<file path="src/rtl/core/picr_pkg.sv">
// ----------------------------------------------------------------------------
// picr_pkg
// shared types and constants of the pi current regulator with anti-windup
// ----------------------------------------------------------------------------
`timescale 1ns / 1ps
`default_nettype none

package picr_pkg;

    localparam int ADDR_W = 5;
    localparam int DATA_W = 32;
    localparam int VAL_W  = 16;
    localparam int GAIN_W = 32;
    localparam int ERR_W  = VAL_W + 1;
    localparam int PROD_W = GAIN_W + 1 + ERR_W;
    localparam int ACC_W  = 48;
    localparam int SUM_W  = PROD_W + 1;
    localparam int UPD_W  = PROD_W + 2;
    localparam int FRAC_W = 24;

    localparam logic signed [ACC_W-1:0] ACC_MAX = {1'b0, {(ACC_W-1){1'b1}}};
    localparam logic signed [ACC_W-1:0] ACC_MIN = {1'b1, {(ACC_W-1){1'b0}}};

    localparam logic [2:0] REG_OUT_MAX   = 3'd0;
    localparam logic [2:0] REG_OUT_MIN   = 3'd1;
    localparam logic [2:0] REG_GAIN_PROP = 3'd2;
    localparam logic [2:0] REG_GAIN_INTG = 3'd3;
    localparam logic [2:0] REG_GAIN_BACK = 3'd4;

    localparam logic [VAL_W-1:0]  RST_OUT_MAX   = 16'd800;
    localparam logic [VAL_W-1:0]  RST_OUT_MIN   = 16'd0;
    localparam logic [GAIN_W-1:0] RST_GAIN_PROP = 32'd4194304;
    localparam logic [GAIN_W-1:0] RST_GAIN_INTG = 32'd1678;
    localparam logic [GAIN_W-1:0] RST_GAIN_BACK = 32'd6710886;

    typedef enum logic [1:0] {
        ST_IDLE,
        ST_DRIVE,
        ST_MULB,
        ST_UPDATE
    } picr_state_t;

    typedef struct packed {
        logic [VAL_W-1:0]  out_max;
        logic [VAL_W-1:0]  out_min;
        logic [GAIN_W-1:0] gain_prop;
        logic [GAIN_W-1:0] gain_integ;
        logic [GAIN_W-1:0] gain_backcalc;
    } picr_cfg_t;

    typedef struct packed {
        logic load_p;
        logic run_drive;
        logic run_mulb;
        logic run_update;
    } picr_cmd_t;

    typedef struct packed {
        logic out_busy;
    } picr_sts_t;

endpackage

`default_nettype wire

</file>
<file path="src/rtl/core/picr_regs.sv">
// ----------------------------------------------------------------------------
// picr_regs
// apb register file holding clamp limits and gains
// ----------------------------------------------------------------------------
`timescale 1ns / 1ps
`default_nettype none

module picr_regs
    import picr_pkg::*;
(
    input  wire logic              clk,
    input  wire logic              rst_n,
    input  wire logic              psel,
    input  wire logic              penable,
    input  wire logic              pwrite,
    input  wire logic [ADDR_W-1:0] paddr,
    input  wire logic [DATA_W-1:0] pwdata,
    output logic      [DATA_W-1:0] prdata,
    output logic                   pready,
    output picr_cfg_t              cfg
);

    picr_cfg_t  cfg_reg;
    picr_cfg_t  cfg_next;
    logic [2:0] idx;
    logic       wr_en;

    assign idx    = paddr[ADDR_W-1:2];
    assign wr_en  = psel && penable && pwrite;
    assign pready = 1'b1;
    assign cfg    = cfg_reg;

    always_comb
    begin
        cfg_next = cfg_reg;
        if (wr_en)
        begin
            case (idx)
                REG_OUT_MAX:   cfg_next.out_max       = pwdata[VAL_W-1:0];
                REG_OUT_MIN:   cfg_next.out_min       = pwdata[VAL_W-1:0];
                REG_GAIN_PROP: cfg_next.gain_prop     = pwdata;
                REG_GAIN_INTG: cfg_next.gain_integ    = pwdata;
                REG_GAIN_BACK: cfg_next.gain_backcalc = pwdata;
                default:       cfg_next = cfg_reg;
            endcase
        end
    end

    always_ff @(posedge clk or negedge rst_n)
    begin
        if (!rst_n)
        begin
            cfg_reg.out_max       <= RST_OUT_MAX;
            cfg_reg.out_min       <= RST_OUT_MIN;
            cfg_reg.gain_prop     <= RST_GAIN_PROP;
            cfg_reg.gain_integ    <= RST_GAIN_INTG;
            cfg_reg.gain_backcalc <= RST_GAIN_BACK;
        end
        else
        begin
            cfg_reg <= cfg_next;
        end
    end

    always_comb
    begin
        case (idx)
            REG_OUT_MAX:   prdata = {{(DATA_W-VAL_W){cfg_reg.out_max[VAL_W-1]}},
                                     cfg_reg.out_max};
            REG_OUT_MIN:   prdata = {{(DATA_W-VAL_W){cfg_reg.out_min[VAL_W-1]}},
                                     cfg_reg.out_min};
            REG_GAIN_PROP: prdata = cfg_reg.gain_prop;
            REG_GAIN_INTG: prdata = cfg_reg.gain_integ;
            REG_GAIN_BACK: prdata = cfg_reg.gain_backcalc;
            default:       prdata = '0;
        endcase
    end

endmodule

`default_nettype wire

</file>
<file path="src/rtl/core/picr_ctrl.sv">
// ----------------------------------------------------------------------------
// picr_ctrl
// sequencer stepping one item through the shared multiplier
// ----------------------------------------------------------------------------
`timescale 1ns / 1ps
`default_nettype none

module picr_ctrl
    import picr_pkg::*;
(
    input  wire logic      clk,
    input  wire logic      rst_n,
    input  wire logic      in_valid,
    output logic           in_stall,
    input  wire picr_sts_t sts,
    output picr_cmd_t      cmd
);

    picr_state_t state_reg;
    picr_state_t state_next;

    always_ff @(posedge clk or negedge rst_n)
    begin
        if (!rst_n)
        begin
            state_reg <= ST_IDLE;
        end
        else
        begin
            state_reg <= state_next;
        end
    end

    always_comb
    begin
        state_next = state_reg;
        cmd        = '0;
        in_stall   = 1'b1;
        case (state_reg)
            ST_IDLE:
            begin
                in_stall = 1'b0;
                if (in_valid)
                begin
                    cmd.load_p = 1'b1;
                    state_next = ST_DRIVE;
                end
            end
            ST_DRIVE:
            begin
                // wait while the previous item still sits in the output register
                if (!sts.out_busy)
                begin
                    cmd.run_drive = 1'b1;
                    state_next    = ST_MULB;
                end
            end
            ST_MULB:
            begin
                cmd.run_mulb = 1'b1;
                state_next   = ST_UPDATE;
            end
            ST_UPDATE:
            begin
                cmd.run_update = 1'b1;
                state_next     = ST_IDLE;
            end
            default:
            begin
                state_next = ST_IDLE;
            end
        endcase
    end

endmodule

`default_nettype wire

</file>
<file path="src/rtl/core/picr_dp.sv">
// ----------------------------------------------------------------------------
// picr_dp
// error, shared gain multiplier, clamp, integral update and output register
// ----------------------------------------------------------------------------
`timescale 1ns / 1ps
`default_nettype none

module picr_dp
    import picr_pkg::*;
(
    input  wire logic             clk,
    input  wire logic             rst_n,
    input  wire logic [VAL_W-1:0] setpoint,
    input  wire logic [VAL_W-1:0] measured_current,
    input  wire picr_cfg_t        cfg,
    input  wire picr_cmd_t        cmd,
    output picr_sts_t             sts,
    output logic                  out_valid,
    input  wire logic             out_stall,
    output logic      [VAL_W-1:0] drive
);

    logic        [VAL_W-1:0]  diff;
    logic signed [ERR_W-1:0]  err_in;
    logic signed [ERR_W-1:0]  err_reg;
    logic signed [ERR_W-1:0]  exc_reg;
    logic signed [ERR_W-1:0]  exc_next;
    logic                     zero_reg;
    logic        [GAIN_W-1:0] mult_a;
    logic signed [ERR_W-1:0]  mult_b;
    logic signed [PROD_W-1:0] prod_reg;
    logic signed [PROD_W-1:0] prod_next;
    logic signed [ACC_W-1:0]  integ_reg;
    logic signed [ACC_W-1:0]  integ_eff;
    logic signed [ACC_W-1:0]  integ_next;
    logic signed [SUM_W-1:0]  sum;
    logic                     corr;
    logic signed [VAL_W-1:0]  raw;
    logic signed [VAL_W-1:0]  drv_next;
    logic signed [UPD_W-1:0]  acc_reg;
    logic signed [UPD_W-1:0]  upd;
    logic        [VAL_W-1:0]  drive_reg;
    logic                     out_valid_reg;

    assign diff   = setpoint - measured_current;
    assign err_in = {diff[VAL_W-1], diff};

    // operand select for the shared multiplier
    always_comb
    begin
        if (cmd.load_p)
        begin
            mult_a = cfg.gain_prop;
            mult_b = err_in;
        end
        else if (cmd.run_drive)
        begin
            mult_a = cfg.gain_integ;
            mult_b = err_reg;
        end
        else
        begin
            mult_a = cfg.gain_backcalc;
            mult_b = exc_reg;
        end
    end

    assign prod_next = $signed({1'b0, mult_a}) * mult_b;

    assign integ_eff = zero_reg ? '0 : integ_reg;

    // raw drive: integral plus proportional term, truncated toward zero
    assign sum  = {{(SUM_W-ACC_W){integ_eff[ACC_W-1]}}, integ_eff}
                + {prod_reg[PROD_W-1], prod_reg};
    assign corr = sum[SUM_W-1] && (|sum[FRAC_W-1:0]);
    assign raw  = sum[FRAC_W+VAL_W-1:FRAC_W] + {{(VAL_W-1){1'b0}}, corr};

    always_comb
    begin
        if (raw > $signed(cfg.out_max))
        begin
            drv_next = $signed(cfg.out_max);
        end
        else if (raw < $signed(cfg.out_min))
        begin
            drv_next = $signed(cfg.out_min);
        end
        else
        begin
            drv_next = raw;
        end
    end

    assign exc_next = {raw[VAL_W-1], raw} - {drv_next[VAL_W-1], drv_next};

    // integral update with saturation to the accumulator range
    assign upd = acc_reg - {{(UPD_W-PROD_W){prod_reg[PROD_W-1]}}, prod_reg};

    always_comb
    begin
        if ((&upd[UPD_W-1:ACC_W-1]) || !(|upd[UPD_W-1:ACC_W-1]))
        begin
            integ_next = upd[ACC_W-1:0];
        end
        else if (upd[UPD_W-1])
        begin
            integ_next = ACC_MIN;
        end
        else
        begin
            integ_next = ACC_MAX;
        end
    end

    always_ff @(posedge clk)
    begin
        if (cmd.load_p)
        begin
            err_reg  <= err_in;
            zero_reg <= (setpoint == '0);
        end
        if (cmd.load_p || cmd.run_drive || cmd.run_mulb)
        begin
            prod_reg <= prod_next;
        end
        if (cmd.run_drive)
        begin
            exc_reg   <= exc_next;
            drive_reg <= drv_next;
            acc_reg   <= {{(UPD_W-ACC_W){integ_eff[ACC_W-1]}}, integ_eff};
        end
        if (cmd.run_mulb)
        begin
            acc_reg <= acc_reg + {{(UPD_W-PROD_W){prod_reg[PROD_W-1]}}, prod_reg};
        end
    end

    always_ff @(posedge clk or negedge rst_n)
    begin
        if (!rst_n)
        begin
            integ_reg     <= '0;
            out_valid_reg <= 1'b0;
        end
        else
        begin
            if (cmd.run_update)
            begin
                integ_reg <= integ_next;
            end
            if (cmd.run_drive)
            begin
                out_valid_reg <= 1'b1;
            end
            else if (!out_stall)
            begin
                out_valid_reg <= 1'b0;
            end
        end
    end

    assign sts.out_busy = out_valid_reg && out_stall;
    assign out_valid    = out_valid_reg;
    assign drive        = drive_reg;

endmodule

`default_nettype wire

</file>
<file path="src/rtl/core/pi_current_regulator_antiwindup_core.sv">
// ----------------------------------------------------------------------------
// pi_current_regulator_antiwindup_core
// pi current regulator with clamped output and back-calculation anti-windup
// ----------------------------------------------------------------------------
// channel  direction  handshake            payload
// in       input      in_valid / in_stall   setpoint, measured_current
// out      output     out_valid / out_stall drive
// cfg      input      apb psel / penable    paddr, pwdata, prdata
//
// the one 33x17 multiplier forms three products in the idle, drive and mulb steps
// drive is registered in the drive step once the output register is free
// reset loads the default limits and gains and clears the integral
// a stalled output holds the next item in its drive step until the register frees
// ----------------------------------------------------------------------------
`timescale 1ns / 1ps
`default_nettype none

module pi_current_regulator_antiwindup_core
    import picr_pkg::*;
(
    input  wire logic              clk,
    input  wire logic              rst_n,
    input  wire logic              in_valid,
    output logic                   in_stall,
    input  wire logic [VAL_W-1:0]  setpoint,
    input  wire logic [VAL_W-1:0]  measured_current,
    output logic                   out_valid,
    input  wire logic              out_stall,
    output logic      [VAL_W-1:0]  drive,
    input  wire logic              psel,
    input  wire logic              penable,
    input  wire logic              pwrite,
    input  wire logic [ADDR_W-1:0] paddr,
    input  wire logic [DATA_W-1:0] pwdata,
    output logic      [DATA_W-1:0] prdata,
    output logic                   pready
);

    picr_cfg_t cfg;
    picr_cmd_t cmd;
    picr_sts_t sts;

    picr_regs u_regs (
        .clk     (clk),
        .rst_n   (rst_n),
        .psel    (psel),
        .penable (penable),
        .pwrite  (pwrite),
        .paddr   (paddr),
        .pwdata  (pwdata),
        .prdata  (prdata),
        .pready  (pready),
        .cfg     (cfg)
    );

    picr_ctrl u_ctrl (
        .clk      (clk),
        .rst_n    (rst_n),
        .in_valid (in_valid),
        .in_stall (in_stall),
        .sts      (sts),
        .cmd      (cmd)
    );

    picr_dp u_dp (
        .clk              (clk),
        .rst_n            (rst_n),
        .setpoint         (setpoint),
        .measured_current (measured_current),
        .cfg              (cfg),
        .cmd              (cmd),
        .sts              (sts),
        .out_valid        (out_valid),
        .out_stall        (out_stall),
        .drive            (drive)
    );

endmodule

`default_nettype wire
</file>
<file path="config.mk">
export PLATFORM = sky130hd
export DESIGN_NAME = pi_current_regulator_antiwindup_core
export DESIGN_NICKNAME = d
export VERILOG_FILES = /design/src/rtl/core/picr_pkg.sv /design/src/rtl/core/picr_regs.sv /design/src/rtl/core/picr_ctrl.sv /design/src/rtl/core/picr_dp.sv /design/src/rtl/core/pi_current_regulator_antiwindup_core.sv
export SDC_FILE = /design/constraint.sdc
export NUM_CORES = 2
export LEC_CHECK = 0
export ABC_AREA = 1
export BUFFER_PORTS_ARGS = -buffer_cell sky130_fd_sc_hd__buf_4
export CORE_MARGIN = 5
export CORE_UTILIZATION = 65
export DETAILED_ROUTE_END_ITERATION = 7
export PLACE_DENSITY = 0.83
export SETUP_SLACK_MARGIN = 0.5
export SYNTH_ARGS = -nofsm -noshare
export SYNTH_HDL_FRONTEND = slang
export SYNTH_SLANG_ARGS = --single-unit
</file>
<file path="constraint.sdc">
create_clock -name clk -period 10.05 [get_ports clk]
set_input_delay 2.01 -clock clk [delete_from_list [all_inputs] [get_ports clk]]
set_output_delay 2.01 -clock clk [all_outputs]
set_load 0.01 [all_outputs]
</file>
# Yosys cells after proc, flatten, opt, wreduce, memory -nomap -nowiden
# Cells that the tools add are included.
[totals] ff_bits=331 latchBits=0 ramBits=0 rom_bits=0 in_bits=76 word_cells=78 n_memories=0
[classes] add_sub_neg=6 n_mul=1 div_mod_pow=0 order_cmp=2 eq_ne=10 shifts=0 mux=24 n_bitwise=0 reduce_logical=21
[ops] cell="case mux 32 bit (5 select lines)" n=1
[ops] cell="2-to-1 mux 48 bit" n=3
[ops] cell="2-to-1 mux 52 bit" n=2
[ops] cell="2-to-1 mux 32 bit" n=2
[ops] cell="adder 52 bit" n=1
[ops] cell="subtractor 52 bit" n=1
[ops] cell="adder 48 x 50 -> 51 bit" n=1
[ops] cell="multiplier 33 x 17 -> 50 bit" n=1
[ops] cell="2-to-1 mux 17 bit" n=2
[ops] cell="2-to-1 mux 16 bit" n=2
[ops] cell="OR reduction 24 bit" n=1
[ops] cell="subtractor 16 x 16 -> 17 bit" n=1
[ops] cell="adder 16 x 1 -> 16 bit" n=1
[ops] cell="greater-than comparator 16 bit" n=1
[ops] cell="zero test 16 bit" n=1
[ops] cell="less-than comparator 16 bit" n=1
[ops] cell="subtractor 16 bit" n=1
[ops] cell="AND reduction 2 bit" n=6
[ops] cell="2-to-1 mux 1 bit" n=9
[ops] cell="case mux 2 bit (4 select lines)" n=1
[ops] cell="== test 3 x 2 -> 1 bit (second input constant)" n=2
[ops] cell="AND reduction 5 bit" n=1
[ops] cell="OR reduction 5 bit" n=1
[ops] cell="== test 2 bit (second input constant)" n=2
[ops] cell="other kinds (12)" n=19

# Longest topological paths before layout
[depth] word_depth=9 mapped_depth=58

# Modules after synthesis
# Synthesis repeated with hierarchy kept, for this count alone.
[hier_totals] cells_unflattened=6093 area_unflattened_um2=45307.2
[modules_own_cells] mod="picr_dp" instances=1 cells_per_inst=5289 area_each_um2=38689.6 seq_area_each_um2=5790.6
[modules_own_cells] mod="picr_regs" instances=1 cells_per_inst=777 area_each_um2=6419.9 seq_area_each_um2=3230.6
[modules_own_cells] mod="picr_ctrl" instances=1 cells_per_inst=27 area_each_um2=197.7 seq_area_each_um2=50.0

# Least setup slack after synthesis
# Ideal clock, no wire load.
[synth_path] path_type="in2reg" from="in out_stall" to="reg u_dp.prod_reg[45], data pin" setup_time_ps=252 arrival_ps=9167 setup_slack_ps=631 path_stages=35 n_path_buf=2 cell_sequence="nand2_1 > nand2_1 > inv_1 > clkbuf_1 > clkbuf_1 > nand2_1 > nand3_1 > o21ai_1 > clkinv_1 > nand2_1 > fa_1 > inv_1 > fa_1 > inv_1 > fa_1 > inv_1 > fa_1 > inv_1 > fa_1 > fa_1 > inv_1 > ha_1 > a21oi_1 > inv_1 > a31oi_1 > a21boi_0 > o21ai_1 > a21oi_1 > o21ai_1 > nand2_1 > nand2_1 > nand3_1 > nand2_1 > nand2_1 > nand2_1"
[synth_rtl] item="start, declared" line="pi_current_regulator_antiwindup_core.sv:28" rtl="input wire logic out_stall,"
[synth_rtl] item="end signal, assigned" line="picr_dp.sv:124" rtl="prod_reg <= prod_next;"
[synth_rtl] item="end, declared" line="picr_dp.sv:31" rtl="logic signed [PROD_W-1:0] prod_reg;"

# Final worst setup path
[layout_path] from="in setpoint[0]" to="reg u_dp.prod_reg[43], data pin"
[layout_via] elab_chain_len=3
[layout_rtl] item="start, declared" line="pi_current_regulator_antiwindup_core.sv:25" rtl="input wire logic [VAL_W-1:0] setpoint,"
[layout_rtl] item="subtractor 16 bit" line="picr_dp.sv:45" rtl="assign diff = setpoint - measured_current;"
[layout_rtl] item="2-to-1 mux 17 bit" line="picr_dp.sv:51" rtl="if (cmd.load_p)"
[layout_rtl] item="multiplier 33 x 17 -> 50 bit" line="picr_dp.sv:68" rtl="assign prod_next = $signed({1'b0, mult_a}) * mult_b;"
[layout_rtl] item="net u_dp.prod_next[43]" line="picr_dp.sv:32" rtl="logic signed [PROD_W-1:0] prod_next;"
# The timed path passes the listed nets, and every way through them passes these cells.
# A chain may end at the register's enable or synchronous reset.

==> flow_summary.ini <==
[routing]
antenna_left = 0
drt_wl_total_mm = 140
post-route-drc-count = 0
post_drt_wl_per_cell_um = 20.3
dr.pass1.iters = 8
drt_iter0_drc = 3948
via_per_inst = 5.83
vias = 40005

[timing]
max_freq_mhz = 108
relSlewSlack_pct = 16.8
hold_violations = 0
post-route-min-period_ns = 9.23
layout_setup_ws_ns = 0.817
slew_viol_final = 0
setup-violations-final = 0
rsz0062_at_grt = false
worstMarginPinSlew_ns = 1.24
fin_crit_sh_pct = 91.9
worst_clock_skew_ns = 0.0314

[min_path]
worst_hold_path_type = reg -> reg

[yosys]
synth.distinct_cells = 77
synth-async-reset-ratio_pct = 54.1
synth_xor_area_share_pct = 3.53
synth_top_area_share_pct = 20.5
yosysSeqAreaShare_pct = 20.5
yosys.area_share.simple_pct = 20.9
avgSynthCellArea_um2 = 7.61
synth-main-ff-cell = dfrtp_1
yosysWarnings = 0
muxShareOfSynthArea_pct = 0
synth-adder-area-share_pct = 31.0
synth_top_cell_by_area = fa_1
synth_edf_count = 152
syn_inst = 5825
synth_top_family_by_area = adder cells
synth_area_leaders = fa_1 21%, nand2_1 11%, ha_1 11%, edfxtp_1 10%, inv_1 9.9%
netlist_area_um2 = 44300
synth-seq-cells = 331
syn_nets = 6728
synth-compound-area-share_pct = 11.5

[grt]
grt_pass1_vias = 39786
grtUsageMet2_pct = 61.6
use_met3_pct = 8.34
antenna_found_initial = 3
grt_overflow = 0
busiest_layer = met2
grt_max_degree = 72
grt_pass1_wl_mm = 216
met1_usage_pct = 46.8
grt_usage_pct = 37.1

[floorplan]
die_x_um = 271
dieArea_um2 = 73500
start_util_pct = 65.7
core_um2 = 67400
die_h_um = 271
ios = 127
rows = 95

[critical_path]
crit_path_end_kind = flop
path_max_fanout = 12
max_stage_delay_ns = 0.62
required_ns = 10.36
critPathKind = in -> reg
startpoint_type = primary input
crit_path_frequent_cell = inv_1
arrival_ns = 9.55
crit_slowest_cell = fa_2

[placement]
place_congestion = 1.05
dpl_worst_slack_ns = -0.123
dp_hpwl_mm = 113
portBuffers = 123

[clock_network]
numCtsBuffers = 38
clk_latency_ns = 0.59
ctsHoldBuffers = 0
cts_htree_levels = 2
clk_path_buf_depth = 3
clkTransAtPathRegs_ns = 0.06
cts-root-buf = clkbuf_16
cts.sinks = 331
cts_tree = done

[cells_and_area]
largest_reg_flops = 128
drive_gt1_share_pct = 11.3
n_fill_cell = 5376
final_cell_mix = 1284 x nand2_1, 1170 x inv_1, 527 x nor2_1
final_common_cell = nand2_1
fin_nets = 6863
synthToLayoutAreaGrowth_pct = 9.33

[job]
maxCapViolCount = 0

[run_status]
status = finished, final reports clean
cells in the mapped netlist (7+ instances only):
library cell	number
a21boi_1	10
a21o_1	12
a21oi_1	272
a21oi_2	11
a221oi_1	23
a22oi_1	24
a22oi_2	31
a31oi_1	39
buf_1	8
buf_2	33
buf_4	21
clkbuf_1	130
clkinv_1	18
dfrtp_1	157
dfstp_2	22
edfxtp_1	152
fa_1	454
ha_1	373
inv_1	1173
inv_2	25
nand2_1	1295
nand2_2	86
nand3_1	169
nand3_2	15
nand3b_1	7
nand4_1	21
nor2_1	528
nor2_2	13
nor2_4	7
nor3_1	31
nor4_1	18
o211ai_1	12
o21a_1	17
o21ai_0	283
o21ai_1	46
o21bai_1	13
o221ai_1	8
o31ai_1	9
or2_2	16
xnor2_1	35
xor2_1	136
layout make-up:
| class | count | area [µm²] | area share (%) |
|---|---|---|---|
| antenna | 1 | 2.50 | 0.00517 |
| clock buffer | 54 | 1100 | 2.28 |
| clock inverter | 15 | 196 | 0.405 |
| inverter | 1216 | 4570 | 9.44 |
| multi-input combinational | 4078 | 30100 | 62.1 |
| sequential | 331 | 9070 | 18.7 |
| tap | 873 | 1090 | 2.25 |
| timing repair buffer | 295 | 2320 | 4.80 |
repair_timing:
| action | 4_1_cts | 5_1_grt |
|---|---|---|
| resized for setup | 2 | 73 |
| endpoints found under the setup margin | 5 | 37 |
| pin swaps | 0 | 21 |
| setup buffers | 0 | 9 |
| hold endpoints to repair | 0 | 0 |
worst max-delay path, delay by kind of cell:
kind                     cells  cell delay [ns]
XOR/XNOR                     1             0.14
buffers and inverters       10             0.88
AO/OA/AOI/OAI               13             1.85
AND/OR/NAND/NOR              7             0.69
adder cells (fa/ha/maj)      9             3.94
final timing paths:
path                       slack [ns]  depth (start not counted)            from                 end
max reg2reg                      1.09                         49   u_dp.zero_reg    u_dp.exc_reg[15]
min in group asynchronous        1.40                          1           rst_n  u_dp.integ_reg[29]
max in group asynchronous        6.64                          3           rst_n      u_regs.cfg[30]
min reg2reg                      0.50                          2  u_regs.cfg[34]      u_regs.cfg[34]
max                              0.82                         40     setpoint[0]   u_dp.prod_reg[43]
min                              0.50                          2  u_regs.cfg[34]      u_regs.cfg[34]
cell families (layout without fill, tap and decap cells):
group                      after synthesis  after routing
and+or+nand+nor                       2227           2227
buffers and inverters                 1416           1580
AOI/OAI and AO/OA                      848            848
adders and majority gates              827            827
DFF                                    331            331
xor gates and xnor gates               175            175
other                                    1              2
routing by layer:
layer  part of all wire, %  vias up
met5                0.0079        -
met4                   5.7        2
met3                    10      441
met2                    47     2054
met1                    37    19167
li1                      -    18341
per-stage QoR:
stage / setup TNS, ns / hold WS (ns) / utilization, % / cell area (µm²) / cells
after floorplan: 0 / 0.453 / - / 44300 / 5825
after global placement: 0 / 0.477 / 69.4 / 46700 / 6784
after detailed placement: -0.504 / 0.480 / 69.4 / 46700 / 6784
after CTS: 0 / 0.500 / 71.3 / 48000 / 6853
after global routing: 0 / 0.515 / 71.9 / 48400 / 6862
final: 0 / 0.500 / 71.9 / 48400 / 6863
Power is not shown: default switching activity piles up to over one toggle a cycle in this logic, so the estimate is an artifact.
